--- src/rtl/rc4_stream_cipher_defines.svh ---
// assertion macros for the rc4 stream cipher
`ifndef RC4_STREAM_CIPHER_DEFINES_SVH
`define RC4_STREAM_CIPHER_DEFINES_SVH

// same-cycle implication, checked on clk outside reset
`define RC4_ASSERT_NOW(lbl, ante, cons) \
	lbl: assert property (@(posedge clk) disable iff (!arst_n) (ante) |-> (cons)) \
		else $error("rc4 check failed");

// next-cycle implication, checked on clk outside reset
`define RC4_ASSERT_NEXT(lbl, ante, cons) \
	lbl: assert property (@(posedge clk) disable iff (!arst_n) (ante) |=> (cons)) \
		else $error("rc4 check failed");

`endif

--- src/rtl/rc4_pkg.sv ---
// types and constants shared by the rc4 controller and datapath
package rc4_pkg;

	localparam int PERM_DEPTH = 256;
	localparam logic [8:0] KEY_LEN_RST = 9'd5;

	// request operation codes
	localparam logic [1:0] OP_RESET = 2'd0;
	localparam logic [1:0] OP_KEY   = 2'd1;
	localparam logic [1:0] OP_SCHED = 2'd2;
	localparam logic [1:0] OP_CRYPT = 2'd3;

	// permutation read address select
	localparam logic [2:0] RD_INEXT = 3'd0;
	localparam logic [2:0] RD_CJ    = 3'd1;
	localparam logic [2:0] RD_T     = 3'd2;
	localparam logic [2:0] RD_N     = 3'd3;
	localparam logic [2:0] RD_KJ    = 3'd4;

	// permutation write address/data select
	localparam logic [1:0] WR_I_RD  = 2'd0;
	localparam logic [1:0] WR_J_A   = 2'd1;
	localparam logic [1:0] WR_N_RD  = 2'd2;
	localparam logic [1:0] WR_KJ_A  = 2'd3;

	typedef struct packed {
		logic       latch;
		logic       perm_clear;
		logic       key_wr;
		logic [2:0] rd_sel;
		logic       wr_en;
		logic [1:0] wr_sel;
		logic       cap_a;
		logic       j_upd;
		logic       cap_bt;
		logic       kj_upd;
		logic       ks_adv;
		logic       i_inc;
		logic       res_upd;
		logic       out_load;
	} rc4_cmd_t;

	typedef struct packed {
		logic [1:0] op;
		logic       ks_last;
	} rc4_sts_t;

endpackage

--- src/rtl/rc4_dp.sv ---
// rc4 datapath: permutation memory, key store, indices and result registers
module rc4_dp
	import rc4_pkg::*;
#(
	parameter int KEY_DEPTH = 256
) (
	input  logic       clk,
	input  logic       arst_n,
	input  logic       cfg_we,
	input  logic [8:0] cfg_wdata,
	input  logic [1:0] operation,
	input  logic [7:0] key_index,
	input  logic [7:0] key_byte,
	input  logic [7:0] data_byte,
	input  rc4_cmd_t   cmd,
	output rc4_sts_t   sts,
	output logic [7:0] out_byte
);

	localparam int KW = (KEY_DEPTH > 1) ? $clog2(KEY_DEPTH) : 1;
	localparam logic [8:0] KEY_DEPTH_W = 9'(KEY_DEPTH);

	logic [8:0]  key_length_q;
	logic [1:0]  op_q;
	logic [7:0]  kidx_q;
	logic [7:0]  kbyte_q;
	logic [7:0]  data_q;
	logic [7:0]  i_q;
	logic [7:0]  j_q;
	logic [7:0]  kj_q;
	logic [7:0]  n_q;
	logic [KW-1:0] kpos_q;
	logic [7:0]  a_q;
	logic [7:0]  b_q;
	logic [7:0]  t_q;
	logic [7:0]  res_q;
	logic [7:0]  out_q;

	logic [7:0]  perm_mem [PERM_DEPTH];
	logic [PERM_DEPTH-1:0] perm_vld_q;
	logic [7:0]  prd_q;
	logic [7:0]  pra_q;
	logic        prv_q;
	logic [7:0]  rd_data;
	logic [7:0]  rd_addr;
	logic [7:0]  wr_addr;
	logic [7:0]  wr_data;

	logic [7:0]  key_mem [KEY_DEPTH];
	logic [7:0]  kd_q;
	logic        key_ok;
	logic [8:0]  len_eff;
	logic [8:0]  kpos_inc;
	logic [KW-1:0] kpos_nxt;
	logic [7:0]  fwd;

	// entries not written since the last clear read as their own index
	assign rd_data = prv_q ? prd_q : pra_q;

	always_comb begin
		unique case (cmd.rd_sel)
			RD_INEXT: rd_addr = i_q + 8'd1;
			RD_CJ:    rd_addr = j_q + rd_data;
			RD_T:     rd_addr = a_q + rd_data;
			RD_N:     rd_addr = n_q;
			RD_KJ:    rd_addr = kj_q + kd_q + rd_data;
			default:  rd_addr = n_q;
		endcase
	end

	always_comb begin
		unique case (cmd.wr_sel)
			WR_I_RD: begin
				wr_addr = i_q;
				wr_data = rd_data;
			end
			WR_J_A: begin
				wr_addr = j_q;
				wr_data = a_q;
			end
			WR_N_RD: begin
				wr_addr = n_q;
				wr_data = rd_data;
			end
			default: begin
				wr_addr = kj_q;
				wr_data = a_q;
			end
		endcase
	end

	always_ff @(posedge clk) begin
		prd_q <= perm_mem[rd_addr];
		pra_q <= rd_addr;
		if (cmd.wr_en) begin
			perm_mem[wr_addr] <= wr_data;
		end
	end

	always_ff @(posedge clk or negedge arst_n) begin
		if (!arst_n) begin
			perm_vld_q <= '0;
			prv_q      <= 1'b0;
		end else begin
			prv_q <= perm_vld_q[rd_addr];
			if (cmd.perm_clear) begin
				perm_vld_q <= '0;
			end else if (cmd.wr_en) begin
				perm_vld_q[wr_addr] <= 1'b1;
			end
		end
	end

	// key store
	assign key_ok = {1'b0, kidx_q} < KEY_DEPTH_W;

	always_ff @(posedge clk) begin
		if (cmd.key_wr && key_ok) begin
			key_mem[kidx_q[KW-1:0]] <= kbyte_q;
		end
		kd_q <= key_mem[kpos_q];
	end

	// zero or oversized length falls back to the full store
	assign len_eff  = (key_length_q == 9'd0 || key_length_q > KEY_DEPTH_W) ?
		KEY_DEPTH_W : key_length_q;
	assign kpos_inc = 9'(kpos_q) + 9'd1;
	assign kpos_nxt = (kpos_inc >= len_eff) ? '0 : kpos_inc[KW-1:0];

	// the keystream read was issued before the swap finished
	always_comb begin
		priority if (t_q == j_q) begin
			fwd = a_q;
		end else if (t_q == i_q) begin
			fwd = b_q;
		end else begin
			fwd = rd_data;
		end
	end

	always_ff @(posedge clk or negedge arst_n) begin
		if (!arst_n) begin
			key_length_q <= KEY_LEN_RST;
			i_q          <= '0;
			j_q          <= '0;
		end else begin
			if (cfg_we) begin
				key_length_q <= cfg_wdata;
			end
			if (cmd.perm_clear) begin
				i_q <= '0;
				j_q <= '0;
			end else begin
				if (cmd.i_inc) begin
					i_q <= i_q + 8'd1;
				end
				if (cmd.j_upd) begin
					j_q <= j_q + rd_data;
				end
			end
		end
	end

	always_ff @(posedge clk) begin
		if (cmd.latch) begin
			op_q    <= operation;
			kidx_q  <= key_index;
			kbyte_q <= key_byte;
			data_q  <= data_byte;
			n_q     <= '0;
			kpos_q  <= '0;
			kj_q    <= '0;
			res_q   <= '0;
		end else begin
			if (cmd.kj_upd) begin
				kj_q <= kj_q + kd_q + rd_data;
			end
			if (cmd.ks_adv) begin
				n_q    <= n_q + 8'd1;
				kpos_q <= kpos_nxt;
			end
			if (cmd.res_upd) begin
				res_q <= data_q ^ fwd;
			end
		end
		if (cmd.cap_a) begin
			a_q <= rd_data;
		end
		if (cmd.cap_bt) begin
			b_q <= rd_data;
			t_q <= a_q + rd_data;
		end
		if (cmd.out_load) begin
			out_q <= res_q;
		end
	end

	assign sts.op      = op_q;
	assign sts.ks_last = (n_q == 8'hFF);
	assign out_byte    = out_q;

endmodule

--- src/rtl/rc4_ctrl.sv ---
// rc4 controller: sequences each request and owns the handshakes
module rc4_ctrl
	import rc4_pkg::*;
(
	input  logic     clk,
	input  logic     arst_n,
	input  logic     in_valid,
	output logic     in_ready,
	output logic     out_valid,
	input  logic     out_ready,
	input  rc4_sts_t sts,
	output rc4_cmd_t cmd
);

	localparam logic [3:0] S_IDLE  = 4'd0;
	localparam logic [3:0] S_DISP  = 4'd1;
	localparam logic [3:0] S_KS_RD = 4'd2;
	localparam logic [3:0] S_KS_J  = 4'd3;
	localparam logic [3:0] S_KS_W1 = 4'd4;
	localparam logic [3:0] S_KS_W2 = 4'd5;
	localparam logic [3:0] S_CR_J  = 4'd6;
	localparam logic [3:0] S_CR_W1 = 4'd7;
	localparam logic [3:0] S_CR_W2 = 4'd8;
	localparam logic [3:0] S_FIN   = 4'd9;

	logic [3:0] state_q;
	logic [3:0] state_nxt;
	logic       out_valid_q;

	assign in_ready  = (state_q == S_IDLE);
	assign out_valid = out_valid_q;

	always_comb begin
		cmd       = '0;
		state_nxt = state_q;
		unique case (state_q)
			S_IDLE: begin
				if (in_valid) begin
					cmd.latch = 1'b1;
					state_nxt = S_DISP;
				end
			end
			S_DISP: begin
				unique case (sts.op)
					OP_RESET: begin
						cmd.perm_clear = 1'b1;
						state_nxt      = S_FIN;
					end
					OP_KEY: begin
						cmd.key_wr = 1'b1;
						state_nxt  = S_FIN;
					end
					OP_SCHED: begin
						cmd.rd_sel = RD_N;
						state_nxt  = S_KS_J;
					end
					default: begin
						cmd.rd_sel = RD_INEXT;
						cmd.i_inc  = 1'b1;
						state_nxt  = S_CR_J;
					end
				endcase
			end
			S_KS_RD: begin
				cmd.rd_sel = RD_N;
				state_nxt  = S_KS_J;
			end
			S_KS_J: begin
				cmd.cap_a  = 1'b1;
				cmd.kj_upd = 1'b1;
				cmd.rd_sel = RD_KJ;
				state_nxt  = S_KS_W1;
			end
			S_KS_W1: begin
				cmd.wr_en  = 1'b1;
				cmd.wr_sel = WR_N_RD;
				state_nxt  = S_KS_W2;
			end
			S_KS_W2: begin
				cmd.wr_en  = 1'b1;
				cmd.wr_sel = WR_KJ_A;
				cmd.ks_adv = 1'b1;
				state_nxt  = sts.ks_last ? S_FIN : S_KS_RD;
			end
			S_CR_J: begin
				cmd.cap_a  = 1'b1;
				cmd.j_upd  = 1'b1;
				cmd.rd_sel = RD_CJ;
				state_nxt  = S_CR_W1;
			end
			S_CR_W1: begin
				cmd.wr_en  = 1'b1;
				cmd.wr_sel = WR_I_RD;
				cmd.cap_bt = 1'b1;
				cmd.rd_sel = RD_T;
				state_nxt  = S_CR_W2;
			end
			S_CR_W2: begin
				cmd.wr_en   = 1'b1;
				cmd.wr_sel  = WR_J_A;
				cmd.res_upd = 1'b1;
				state_nxt   = S_FIN;
			end
			S_FIN: begin
				// hold the result until the output register frees up
				if (!out_valid_q || out_ready) begin
					cmd.out_load = 1'b1;
					state_nxt    = S_IDLE;
				end
			end
			default: begin
				state_nxt = S_IDLE;
			end
		endcase
	end

	always_ff @(posedge clk or negedge arst_n) begin
		if (!arst_n) begin
			state_q     <= S_IDLE;
			out_valid_q <= 1'b0;
		end else begin
			state_q <= state_nxt;
			if (cmd.out_load) begin
				out_valid_q <= 1'b1;
			end else if (out_ready) begin
				out_valid_q <= 1'b0;
			end
		end
	end

endmodule

--- src/rtl/rc4_stream_cipher.sv ---
// rc4 stream cipher engine top level
// Requests enter on in_valid/in_ready with operation, key_index, key_byte and
// data_byte; each request returns one out_byte on out_valid/out_ready.
// Operations: reset permutation, write key byte, run key schedule, crypt byte.
// out_byte carries data_byte xor keystream for crypt and zero otherwise.
// key_length is written through cfg_we/cfg_wdata; the user must write it only
// while the engine is idle, as the block itself does not enforce this.
// Reset and key write pass S_DISP and S_FIN; crypt passes S_DISP, S_CR_J,
// S_CR_W1, S_CR_W2 and S_FIN; the key schedule repeats S_KS_RD, S_KS_J, S_KS_W1
// and S_KS_W2 per permutation entry (the first step skips S_KS_RD), then S_FIN.
// One request is in flight at a time; in_ready is high only when idle.
// All permutation traffic goes through one 256x8 memory with one read and one
// write per cycle.
// A finished result sits in the output register while the next request is
// taken; if the receiver stalls, a second result waits inside until it drains.
// Reset (arst_n) sets the permutation to identity, clears both indices and
// sets key_length to 5; the key store holds no defined value until written.
`include "rc4_stream_cipher_defines.svh"

module rc4_stream_cipher
	import rc4_pkg::*;
#(
	parameter int KEY_DEPTH = 256
) (
	input  logic       clk,
	input  logic       arst_n,
	input  logic       cfg_we,
	input  logic [8:0] cfg_wdata,
	input  logic       in_valid,
	output logic       in_ready,
	input  logic [1:0] operation,
	input  logic [7:0] key_index,
	input  logic [7:0] key_byte,
	input  logic [7:0] data_byte,
	output logic       out_valid,
	input  logic       out_ready,
	output logic [7:0] out_byte
);

	rc4_cmd_t cmd;
	rc4_sts_t sts;

	rc4_ctrl u_ctrl (
		.clk       (clk),
		.arst_n    (arst_n),
		.in_valid  (in_valid),
		.in_ready  (in_ready),
		.out_valid (out_valid),
		.out_ready (out_ready),
		.sts       (sts),
		.cmd       (cmd)
	);

	rc4_dp #(
		.KEY_DEPTH (KEY_DEPTH)
	) u_dp (
		.clk       (clk),
		.arst_n    (arst_n),
		.cfg_we    (cfg_we),
		.cfg_wdata (cfg_wdata),
		.operation (operation),
		.key_index (key_index),
		.key_byte  (key_byte),
		.data_byte (data_byte),
		.cmd       (cmd),
		.sts       (sts),
		.out_byte  (out_byte)
	);

	`RC4_ASSERT_NEXT(a_busy_after_accept, in_valid && in_ready, !in_ready)
	`RC4_ASSERT_NOW(a_no_result_overwrite, cmd.out_load, !out_valid || out_ready)
	`RC4_ASSERT_NOW(a_key_write_only_for_key_op, cmd.key_wr, sts.op == OP_KEY)
	`RC4_ASSERT_NOW(a_single_perm_action, cmd.perm_clear, !cmd.wr_en && !cmd.i_inc)

endmodule
--- config.mk ---
export PLATFORM = sky130hd
export DESIGN_NAME = rc4_stream_cipher
export DESIGN_NICKNAME = d
export VERILOG_FILES = /design/src/rtl/rc4_pkg.sv /design/src/rtl/rc4_dp.sv /design/src/rtl/rc4_ctrl.sv /design/src/rtl/rc4_stream_cipher.sv
export VERILOG_INCLUDE_DIRS = /design/src /design/src/rtl
export SDC_FILE = /design/constraint.sdc
export NUM_CORES = 2
export LEC_CHECK = 0
export BUFFER_PORTS_ARGS = -buffer_cell sky130_fd_sc_hd__buf_2
export CAP_MARGIN = 40
export CORE_MARGIN = 10
export CORE_UTILIZATION = 40
export CTS_BUF_LIST = sky130_fd_sc_hd__clkbuf_16
export DETAILED_ROUTE_END_ITERATION = 16
export HOLD_SLACK_MARGIN = 0.06
export PLACE_DENSITY = 0.55
export SLEW_MARGIN = 20
export SYNTH_ARGS = -nofsm -noshare
export SYNTH_HDL_FRONTEND = slang
export SYNTH_SLANG_ARGS = --single-unit
--- constraint.sdc ---
create_clock -name clk -period 17.8 [get_ports clk]
set_input_delay 0.89 -clock clk [delete_from_list [all_inputs] [get_ports clk]]
set_output_delay 0.89 -clock clk [all_outputs]
set_load 0.02 [all_outputs]
## Word level (Yosys, flattened, before mapping)

Memories as Yosys holds them, arrays and structs flattened. A register that Yosys moved wholly into a read port is not among the register bits.
Index checks and enable logic that the tools add are counted.

| word-level totals | value |
|---|---|
| register bits after elaboration | 385 |
| memories | 2 |
| memory bits (writable) | 4096 |
| output and inout bits | 10 |

| operators by class | value |
|---|---|
| equality and inequality tests | 21 |
| muxes and demuxes | 47 |
| bitwise logic cells | 2 |
| reduce and logical (&&, ||, !) cells | 18 |
| magnitude comparators | 5 |
| add/subtract/negate cells | 7 |

Memories:

| name | words | width | read ports | clocked after Yosys merged registers in | wr ports | RTL line | text |
|---|---|---|---|---|---|---|---|
| u_dp.key_mem | 256 | 8 | 1 | 1 | 1 | rc4_dp.sv:49 | `logic [7:0] key_mem [KEY_DEPTH];` |
| u_dp.perm_mem | 256 | 8 | 1 | 1 | 1 | rc4_dp.sv:39 | `logic [7:0] perm_mem [PERM_DEPTH];` |

Operators with widths:

| cell | count |
|---|---|
| $mux 256 | 2 |
| $or 256x256->256 | 1 |
| $mux 8 | 9 |
| $pmux 4 s10 | 1 |
| $add 8x8->8 | 4 |
| $pmux 8 s4 | 1 |
| $pmux 8 s3 | 1 |
| $mux 1 | 22 |
| $lt 8x9->1 const B | 2 |
| $add 8x1->8 const B | 2 |
| $eq 4x3->1 const B | 4 |
| $eq 8x8->1 | 2 |
| $pmux 3 s5 | 1 |
| $mux 4 | 3 |
| $pmux 3 s4 | 1 |
| $add 8x1->9 const B | 1 |
| $ge 9x9->1 | 1 |
| $gt 9x9->1 const B | 1 |
| $logic_not 9->1 | 1 |
| $mux 9 | 1 |
| $bmux 1 s8 | 1 |
| $demux 1 s8 | 1 |
| $eq 4x2->1 const B | 2 |
| $eq 4x4->1 const B | 2 |
| other kinds (23) | 33 |

## Logic depth before layout (Yosys ltp)

| depth | value |
|---|---|
| depth after elaboration | 11 |
| gate-level depth with buffers | 20 |

## By module

Synthesis repeated with hierarchy kept, for this count alone.

| second synthesis, totals | value |
|---|---|
| cell total of the unflattened synthesis | 10468 |
| area total of the unflattened synthesis | 177976.9 µm² |

Modules (own cells, without submodules):

| module | times used | area each (µm²) | cells an instance | sequential area each (µm²) |
|---|---|---|---|---|
| rc4_dp | 1 | 177480.2 | 10400 | 132920.0 |
| rc4_ctrl | 1 | 496.7 | 68 | 125.1 |

## Least setup slack after synthesis

OpenSTA, ideal clock, no wires.

| path | value |
|---|---|
| kind | register -> register |
| from | register u_ctrl.state_q[2] |
| to | memory u_dp.perm_mem[0][7] (data pin) |
| period minus slack after synthesis | 13.740 ns |
| arrival time | 11.547 ns |
| stages on the path, launching flop included | 8 |
| slack | 4.060 ns |
| path through | dfrtp_1 buf_4 clkbuf_1 nor2b_1 nand2_1 clkbuf_1 nand2_1 o21ai_0 |

| on the way | value |
|---|---|
| word-level cells in the longest chain between the ends | 5 |
| elaborated cells between the ends (all ways) | 9 |
| those cells by class | 5 x eq/ne; 2 x mux; 2 x reduce/logical |

RTL lines:

| item | RTL line | text |
|---|---|---|
| from (decl) | rc4_ctrl.sv:26 | `logic [3:0] state_q;` |
| from (signal assigned) | rc4_ctrl.sv:122 | `state_q <= state_nxt;` |
| $eq 4x4->1 or $eq 4x3->1 (tied branches) | rc4_ctrl.sv:36 | `unique case (state_q)` |
| $pmux 3 s4 (*) | rc4_ctrl.sv:36 |  |
| $eq 2x2->1 or $logic_not 2->1 (tied branches) | rc4_dp.sv:72 | `unique case (cmd.wr_sel)` |
| $reduce_or 2->1 (no line) (*) | -- |  |
| $mux 8 (*) | rc4_dp.sv:72 |  |
| named net u_dp.wr_data[7] | rc4_dp.sv:47 | `logic [7:0] wr_data;` |
| to (decl) | rc4_dp.sv:39 |  |

The timed path passes the listed nets; every way through them passes the cells marked *.

## Worst setup path in the final report

| path | value |
|---|---|
| from | register u_dp.prv_q |
| to | register u_dp.prd_q[2] (read register of u_dp.perm_mem) |

| on the way | value |
|---|---|
| word-level cells in the longest chain between the ends | 3 |
| elaborated cells between the ends (all ways) | 5 |
| those cells by class | 3 x add/sub; 2 x mux |

RTL lines:

| item | RTL line | text |
|---|---|---|
| from (decl) | rc4_dp.sv:43 | `logic prv_q;` |
| from (signal assigned) | rc4_dp.sv:105 | `prv_q <= perm_vld_q[rd_addr];` |
| $mux 8 (*) | rc4_dp.sv:58 | `assign rd_data = prv_q ? prd_q : pra_q;` |
| named net u_dp.rd_data[1] | rc4_dp.sv:44 | `logic [7:0] rd_data;` |
| $add 8x8->8, on equally long branches | rc4_dp.sv:66, rc4_dp.sv:63, rc4_dp.sv:64 |  |
| $pmux 8 s4 (*) | rc4_dp.sv:61 | `unique case (cmd.rd_sel)` |
| to (decl) | rc4_dp.sv:41 | `logic [7:0] prd_q;` |

Marks and branches as above.
A chain may end at the register's enable or synchronous reset.

==> metrics.cfg <==
[setup_path]
rrSetupSlack_ps = 10270
cp.required_ps = 18720
worstSetupPathType = reg -> reg
crit_path_start_kind = register
regToRegEndpoint = u_dp.prd_q[2]
regToRegStartpoint = u_dp.prv_q
path_max_fanout = 83
reg2regPathDepth = 16
cp-end-kind = register
worstPathArrival_ps = 8460

[sta]
slew_violations = 0
setup-violations-final = 0
tightest_slew_ps = 1220
setup_tns_ps = 0
finalHoldViolations = 0
rsz0062_at_grt = false
fin_skew_ps = 47.2
min_period_ps = 7530
finalCritPeriodShare = 0.423
relSlewSlack = 0.187
max_freq_mhz = 133

[die]
num_rows = 246
initial_core_util = 0.401
die_w_um = 690
die_area_mm2 = 0.476
design.core.area_mm2 = 0.448
boundaryPins = 50
die_h_um = 690

[power]
p_seq_frac = 0.348
power_density_mw_per_mm2 = 185
p_switching_mw = 14.7
comb_power_share = 0.407
ir_drop_uv = 346
clock_power_share = 0.245
p_sw_frac = 0.389
p_leak_nw = 68.9
intPower_mw = 23.1

[clocking]
clockRootBuffer = clkbuf_16
htreeDepth = 5
clock_latency_ps = 990
cts_resized = 0
clock-sinks = 4497
clk_pin_slew_worst_paths_ps = 60
cts_buffers = 460
cts_tree = yes
clk_path_buf_depth = 4

[logic_synthesis]
ys_ff_latch = 4497
synth_cell_types = 89
synth_area_leader_cell = edfxtp_1
synth.net_count = 10700
syn_area_mm2 = 0.180
ys.warnings.count = 0
synth.avg_cell_area_um2 = 16.9
netlist.area_leader.share = 0.695
synth_edf_count = 4154
yosys-top-cells-area = edfxtp_1, mux4_2, mux2i_1, dfrtp_1, nand2_1
netlist_instances = 10600
async_flop_share = 0.0638
ys_seq_area_frac = 0.741
synth_flop_cell = edfxtp_1

[routing]
drc = 0
viasPerCell = 5.64
wl_per_cell_um = 27.7
dr_total_vias = 98200
wirelength_mm = 482
first_pass_iters = 6
ant_nets = 0
dr.first_iter.drc_count = 11500

[final_layout]
area_growth_pct = 14.0
final_cell_mix = edfxtp_1, nand2_1, mux2i_1
nNetsFinal = 11100
final_layout_size_suffix_gt1_frac = 0.173
final_common_cell = edfxtp_1
final_util = 0.457
fillCellCount = 38400

[place]
portBuffers = 49
gp_congestion = 0.848
hpwlAfterDp_mm = 289

[run_status]
status = complete, no violations

[global_route]
grt_pass1_wl_mm = 698
grt_overflow = 0
grt_start_max_net_pins = 213
first_global_vias = 97400
grt.total_usage = 0.195
antenna_found_initial = 15

[hold_path]
whs_path_depth = 2
worstHoldStart = cfg_wdata[2]
hp-class = in -> reg
whs_endpoint = u_dp.key_length_q[2]

[flow_run]
drv_cap = 0

## cells in the mapped netlist (all sizes together) (17+ instances only)
master	n
nor4	19
mux2	25
edfxtp	4154
a22o	21
mux4	680
mux2i	736
xor2	36
nand3	666
nand4	40
nor2	614
buf	362
a31oi	55
inv	24
o21a	267
a21o	18
dfxtp	56
a32oi	126
a22oi	53
dfrtp	285
and3	49
a221oi	20
nand2b	20
a21oi	232
o21ai	88
clkbuf	289
o211ai	22
ha	33
nor3	22
a32o	17
nand2	1430
## power groups by stage
stage | clock [mW] | combinational [mW] | sequential, mW
final | 9.24 | 15.4 | 13.1
after global routing | 9.82 | 16.3 | 13.2
after CTS | 9.41 | 15.2 | 13.2
after detailed placement | 0 | 15.2 | 13.4
after global placement | 0 | 14.8 | 13.4
after floorplan | 0 | 9.37 | 13.6
## final cells by class
type | count | area [um^2] | share of cell area
diodes | 6 | 15.0 | 0.0000734
clock buffers | 470 | 11800 | 0.0575
clock inverters | 392 | 2670 | 0.0131
inverters | 26 | 129 | 0.000630
multi-input cells | 5451 | 43800 | 0.214
flip-flops and latches | 4497 | 133000 | 0.650
well taps | 5952 | 7450 | 0.0364
repair buffers | 599 | 5770 | 0.0282
## state kept, by name (all words and copies together) (netlist names), 9 cells and up
signal,flops
u_dp.key_length_q,9
u_dp.key_mem,2048
u_dp.perm_mem,2048
u_dp.perm_vld_q,256
## how the worst max path moves through the flow
stage                       from                   to  cells after the start
2_1_floorplan  u_ctrl.state_q[2]  u_dp.perm_mem[0][7]                      7
3_3_place_gp          u_dp.prv_q        u_dp.prd_q[2]                     17
3_5_place_dp          u_dp.prv_q        u_dp.prd_q[2]                     18
4_1_cts               u_dp.prv_q        u_dp.prd_q[2]                     18
5_1_grt               u_dp.prv_q        u_dp.prd_q[2]                     16
6_report              u_dp.prv_q        u_dp.prd_q[2]                     16
## worst max-delay path, stage by stage (launching register included)
cell      delay (ps)
dfrtp_1          540
mux2_2           530
fa_1             500
ha_1             250
fa_1             470
xor2_1           180
nand2_1          110
o211ai_2         130
o32ai_4          720
buf_4            710
buf_4            660
buf_12           520
mux2i_1          270
a22oi_1          490
nand4_1          330
o22ai_1          620
a41o_1           170
## cell families after synthesis
family	synth area share
xor+xnor	0.00249
buf+inv	0.0170
fa+ha+maj	0.00341
mux	0.128
flops	0.741
simple gates	0.0694
compound gates	0.0390
## repair_timing
item / CTS / global route
endpoints found under the hold margin: 95 / 0
hold buffers: 26 / 0
setup buffers: 0 / 0
## metal layers
metal | global-route usage | wire length (um) | vias to the layer above
met2 | 0.318 | 231000 | 3669
met4 | 0.0631 | 17100 | 4
met1 | 0.272 | 203000 | 51400
li1 | - | - | 42200
met3 | 0.0247 | 30900 | 831
met5 | 0 | 27 | -
## through the flow
stage / std cells / hold slack [ps] / cell area (um^2) / setup WS, ps / power (mW)
after global placement: 16100 / 419 / 186000 / 10060 / 28.2
after global routing: 17400 / 94.5 / 205000 / 10230 / 39.3
final: 17400 / 143 / 205000 / 10270 / 37.8
after CTS: 17200 / 61.8 / 203000 / 10150 / 37.8
after detailed placement: 16300 / 417 / 188000 / 10200 / 28.6
after floorplan: 10600 / 409 / 180000 / 4060 / 23.0
(Power assumes the default switching activity.)
